===== config.mk =====
export PLATFORM = sky130hd
export DESIGN_NAME = miu_ctrl
export DESIGN_NICKNAME = d
export VERILOG_FILES = /design/src/rtl/core/miu_pkg.sv /design/src/rtl/core/miu_ctrl.sv
export SDC_FILE = /design/constraint.sdc
export NUM_CORES = 1
export LEC_CHECK = 0
export BUFFER_PORTS_ARGS = -buffer_cell sky130_fd_sc_hd__buf_2
export CORE_AREA = 2 2 39 41
export DETAILED_ROUTE_END_ITERATION = 10
export DIE_AREA = 0 0 41 43
export PLACE_DENSITY_LB_ADDON = 0.12
export SETUP_SLACK_MARGIN = 0.15
export SLEW_MARGIN = 20
export SYNTH_ARGS = -nofsm -noshare
export SYNTH_HDL_FRONTEND = slang
export SYNTH_SLANG_ARGS = --single-unit

===== constraint.sdc =====
create_clock -name clk -period 1.5 [get_ports clk]
set_input_delay 0.075 -clock clk [delete_from_list [all_inputs] [get_ports clk]]
set_output_delay 0.075 -clock clk [all_outputs]
set_load 0.1 [all_outputs]

===== src/rtl/core/miu_pkg.sv =====
// shared types, constants and opcodes for the integer execute unit
package miu_pkg;

	localparam logic [31:0] RESET_VECTOR = 32'hbfc00000;
	localparam logic [31:0] EXC_VECTOR   = 32'h00000080;
	localparam logic [31:0] STATUS_RESET = 32'h10900000;
	localparam logic [31:0] CAUSE_SYSCALL = 32'h00000020;
	localparam logic [31:0] REVISION     = 32'h00000002;
	localparam logic [4:0]  SR_STATUS    = 5'd12;
	localparam logic [4:0]  SR_CAUSE     = 5'd13;
	localparam logic [4:0]  SR_EPC       = 5'd14;
	localparam logic [4:0]  SR_PRID      = 5'd15;

	localparam logic [5:0] OP_SPECIAL = 6'd0;
	localparam logic [5:0] OP_REGIMM  = 6'd1;
	localparam logic [5:0] OP_J       = 6'd2;
	localparam logic [5:0] OP_JAL     = 6'd3;
	localparam logic [5:0] OP_BEQ     = 6'd4;
	localparam logic [5:0] OP_BNE     = 6'd5;
	localparam logic [5:0] OP_BLEZ    = 6'd6;
	localparam logic [5:0] OP_BGTZ    = 6'd7;
	localparam logic [5:0] OP_ADDI    = 6'd8;
	localparam logic [5:0] OP_ADDIU   = 6'd9;
	localparam logic [5:0] OP_SLTI    = 6'd10;
	localparam logic [5:0] OP_SLTIU   = 6'd11;
	localparam logic [5:0] OP_ANDI    = 6'd12;
	localparam logic [5:0] OP_ORI     = 6'd13;
	localparam logic [5:0] OP_XORI    = 6'd14;
	localparam logic [5:0] OP_LUI     = 6'd15;
	localparam logic [5:0] OP_COP0    = 6'd16;

	localparam logic [5:0] FN_SLL  = 6'd0;
	localparam logic [5:0] FN_SRL  = 6'd2;
	localparam logic [5:0] FN_SRA  = 6'd3;
	localparam logic [5:0] FN_SLLV = 6'd4;
	localparam logic [5:0] FN_SRLV = 6'd6;
	localparam logic [5:0] FN_SRAV = 6'd7;
	localparam logic [5:0] FN_JR   = 6'd8;
	localparam logic [5:0] FN_JALR = 6'd9;
	localparam logic [5:0] FN_SYSCALL = 6'd12;
	localparam logic [5:0] FN_BREAK = 6'd13;
	localparam logic [5:0] FN_MFHI = 6'd16;
	localparam logic [5:0] FN_MTHI = 6'd17;
	localparam logic [5:0] FN_MFLO = 6'd18;
	localparam logic [5:0] FN_MTLO = 6'd19;
	localparam logic [5:0] FN_MULT = 6'd24;
	localparam logic [5:0] FN_MULTU = 6'd25;
	localparam logic [5:0] FN_DIV  = 6'd26;
	localparam logic [5:0] FN_DIVU = 6'd27;
	localparam logic [5:0] FN_ADD  = 6'd32;
	localparam logic [5:0] FN_ADDU = 6'd33;
	localparam logic [5:0] FN_SUB  = 6'd34;
	localparam logic [5:0] FN_SUBU = 6'd35;
	localparam logic [5:0] FN_AND  = 6'd36;
	localparam logic [5:0] FN_OR   = 6'd37;
	localparam logic [5:0] FN_XOR  = 6'd38;
	localparam logic [5:0] FN_NOR  = 6'd39;
	localparam logic [5:0] FN_SLT  = 6'd42;
	localparam logic [5:0] FN_SLTU = 6'd43;

	localparam logic [4:0] RT_BLTZ   = 5'd0;
	localparam logic [4:0] RT_BGEZ   = 5'd1;
	localparam logic [4:0] RT_BLTZAL = 5'd16;
	localparam logic [4:0] RT_BGEZAL = 5'd17;

	localparam logic [4:0] RS_MF  = 5'd0;
	localparam logic [4:0] RS_MT  = 5'd4;
	localparam logic [4:0] RS_RFE = 5'd16;

	typedef enum logic [2:0] {
		ST_IDLE,
		ST_READ,
		ST_EXEC,
		ST_MULDIV,
		ST_OUT
	} state_t;

	// controller -> datapath
	typedef struct packed {
		logic load;     // capture instruction
		logic exec;     // evaluate and commit
		logic md_start; // start iterative multiply/divide
		logic md_step;  // one iteration
		logic md_done;  // write hi/lo from the unit
	} cmd_t;

	// datapath -> controller
	typedef struct packed {
		logic is_muldiv;
		logic md_last;
	} status_t;

endpackage


===== src/rtl/core/miu_ctrl.sv =====
// controller state machine: sequences fetch, execute, multiply/divide and output
module miu_ctrl (
	input  logic               clk,
	input  logic               arst_n,
	input  logic               in_valid,
	output logic               in_ready,
	output logic               out_valid,
	input  logic               out_ready,
	input  miu_pkg::status_t   sts,
	output miu_pkg::cmd_t      cmd
);
	miu_pkg::state_t state_q, state_d;

	always_ff @(posedge clk or negedge arst_n) begin
		if (!arst_n) state_q <= miu_pkg::ST_IDLE;
		else state_q <= state_d;
	end

	always_comb begin
		state_d = state_q;
		cmd = '0;
		in_ready = 1'b0;
		out_valid = 1'b0;
		unique case (state_q)
			miu_pkg::ST_IDLE: begin
				in_ready = 1'b1;
				if (in_valid) begin
					cmd.load = 1'b1;
					state_d = miu_pkg::ST_READ;
				end
			end
			miu_pkg::ST_READ: begin
				if (sts.is_muldiv) begin
					cmd.md_start = 1'b1;
					state_d = miu_pkg::ST_MULDIV;
				end else begin
					state_d = miu_pkg::ST_EXEC;
				end
			end
			miu_pkg::ST_MULDIV: begin
				cmd.md_step = 1'b1;
				if (sts.md_last) begin
					state_d = miu_pkg::ST_EXEC;
				end
			end
			miu_pkg::ST_EXEC: begin
				cmd.exec = 1'b1;
				cmd.md_done = sts.is_muldiv;
				state_d = miu_pkg::ST_OUT;
			end
			miu_pkg::ST_OUT: begin
				out_valid = 1'b1;
				in_ready = out_ready;
				if (out_ready) begin
					if (in_valid) begin
						cmd.load = 1'b1;
						state_d = miu_pkg::ST_READ;
					end else begin
						state_d = miu_pkg::ST_IDLE;
					end
				end
			end
			default: state_d = miu_pkg::ST_IDLE;
		endcase
	end
endmodule


==> metrics.md <==
| Metric | Value |
|---|---|
| Status | finished clean |
| FF+latch area | 78.8 µm² |
| Path category of the worst min-delay check | in -> async |
| Final hold violation count | 0 |
| Share of the synthesized area in the top cell type | 0.347 |
| FF+latch count, synth | 3 |
| Vias in the first global route | approximately 270 |
| Hold WS | about 170 ps |
| Primary FF master, synth | dfrtp_1 |
| Post-synth top cells | 3 x dfrtp_1, 2 x nand4bb_1, 2 x nor2b_1, 2 x nor3b_1 |
| Chip Width | a little over 40 µm |
| GPL Wtd Cong | roughly 0.65 |
| All-layer global routing usage | 0.0906 |
| Clk_lat worst skew | between 200 and 250 ps |
| Reg clk slew, reported paths | 40 ps |
| Setup TNS | 0 ps |
| Required @ worst endpoint | roughly 1400 ps |
| CTS Buffer Depth | 2 |
| Fillcell total | around 140 |
| Placed Instance Area | roughly 460 µm² |
| Cell area after layout | approximately 550 µm² |
| PortBufs | 12 |
| Iter 0 DRT Violations | 1 |
| Mux contribution to synthesized area | 0.0462 |
| Overflow after GRT | 0 |
| Max frequency | roughly 0.73 GHz |
| Avg Synthesized Cell Area | a little over 10 µm² |
| Post-Synth XOR/XNOR Area | 0 |
| Pre-Repair DR Iteration Count | 2 |
| Asr flop ratio synth | 1.00 |
| Final setup vio count | 0 |
| Die height | approximately 43 µm |
| Max Cap Viol | 0 |
| Num Clock Sinks | 3 |
| Vias per Instance | 4.14 |
| Count leader, synth | dfrtp_1 |
| Biggest regs | state_q (3) |
| Post-synthesis compound-gate area fraction | 0.0809 |
| Largest net degree at the start of global routing | 8 |
| Slew Limit Fails | 0 |
| Top reg by flops | state_q |
| Post-Route Utilization | 0.394 |
| Post-synthesis sequential area ratio | 0.347 |
| # DRC | 0 |
| Adder-cell share of the synthesized area | 0 |
| Post-Synth Simple-Gate Area | 0.451 |
| Largest area contributor in the netlist | dfrtp_1 |
| Core area | 1380 µm² |
| Dpl hpwl | 442 µm |
| Arrival @ worst endpoint | about 1300 ps |
| Die area | between 1500 and 2000 µm² |
| Flop-to-flop setup slack | approximately 240 ps |
| Cell Area, Synth | roughly 220 µm² |
| Nets | around 50 |
| Area of the multi-input gates | 196 µm² |
| H-tree depth | 1 |
| Register-to-Register Path Depth | 3 |
| Worst r2r src | state_q[1] |
| Final min period | between 1000 and 1500 ps |
| Final worst path period share | 0.916 |
| Max FFs per register | 3 |
| Post-synth EDFFs | 0 |
| Reg-to-Reg End | state_q[2] |
| Slew headroom | 0.825 |
| Wire per inst | ~11 µm |
| Clock Skew | about 2.0 ps |
| Synth-to-Final Area Change | 152% |
| Yosys Warn Count | 0 |
| Cells after synthesis | 21 |
| CP Capture Type | primary output |
| Initial antenna violation count | 0 |
| Routed wire length | 609 µm |
| Yosys cell types | 16 |
| Post-DRT Antenna Nets | 0 |
| Ports | 13 |
| Top cells by area, synth | dfrtp_1 35%, nand4bb_1 10%, nor3b_1 6.9% |
| ANT cells | 0 |
| Total number of vias | 240 |
| Slew at the pin closest to its max-slew limit | 262 ps |
| Share of cells above drive strength 1 | 0.833 |
| Unrepaired setup endpoints after global routing | true |
| Rows | 14 |
| Syn_nets | 27 |
| CTS tree | done |
| Largest fanout on the critical path | 6 |
| Crit path kind | reg -> out |
| Total CTS buffers | 3 |
| First-pass GRT wire length | around 1100 µm |
| CTS Root Cell | clkbuf_4 |
| Starting Density | 0.156 |
| Largest family of logic cells by synthesized area | simple AND/OR/NAND/NOR gates |
| Setup crit start kind | flip-flop |
[final cells by class]
class | instances | share of cell area
multi-input combinational | 16 | 0.360
clock buffer | 4 | 0.0482
sequential | 3 | 0.144
timing repair buffer | 19 | 0.411
tap | 16 | 0.0367
[repair_timing]
item	in CTS	in global routing
gates resized for setup	5	0
setup buffers	5	0
pin swaps	1	1
setup endpoints to repair	7	5
hold buffers	1	0
hold endpoints to repair	3	0
[metal layers]
| layer | GRT usage | up-vias | part of all wire |
|---|---|---|---|
| met5 | 0 | - | 0 |
| met4 | 0.0400 | 0 | 0 |
| met3 | 0.0157 | 0 | 0.038 |
| met2 | 0.141 | 8 | 0.55 |
| met1 | 0.117 | 112 | 0.41 |
| li1 | - | 120 | - |
[stage by stage]
step                      setup slack [ps]  instances
after detailed placement               195         48
final                                  126         58
after global routing                  82.3         58
after global placement                 208         48
after floorplan                       -183         21
after CTS                              120         58
[cell families after synthesis]
family                 Yosys count
muxes                            1
buffers and inverters            2
DFF                              3
and+or+nand+nor                 13
AOI/OAI and AO/OA                2
[critical path: stages (launching register included)]
cell     delay (ps)
dfrtp_2         430
nor2b_4         160
nor4b_4         260
buf_12          210
[layout by cell type, fill, tap and decap left out]
master,n
buf_12,7
buf_2,5
buf_4,5
clkbuf_4,3
dfrtp_2,3
nor3b_4,2
nand4bb_1,2
nor2b_2,1
and3b_2,1
nand2b_4,1
nor2_2,1
and2_2,1
nor2b_4,1
nor4b_4,1
nor3_4,1
or3b_1,1
a21oi_2,1
mux2i_1,1
o311ai_1,1
clkbuf_1,1
dlygate4sd3_1,1
buf_6,1
[worst max path at each step]
| stage | from | slack [ps] | cells after the start | end |
|---|---|---|---|---|
| after detailed placement | state_q[1] | 200 | 3 | cmd[0] |
| after global routing | state_q[2] | 80 | 3 | cmd[4] |
| after global placement | state_q[1] | 210 | 3 | cmd[0] |
| final | state_q[2] | 130 | 3 | cmd[4] |
| after CTS | state_q[2] | 120 | 3 | cmd[4] |
| after floorplan | state_q[0] | -180 | 2 | cmd[4] |
Power is left out: the tool's default activity adds up to more than one toggle a clock period on the data nets, which glitch-free logic cannot reach.
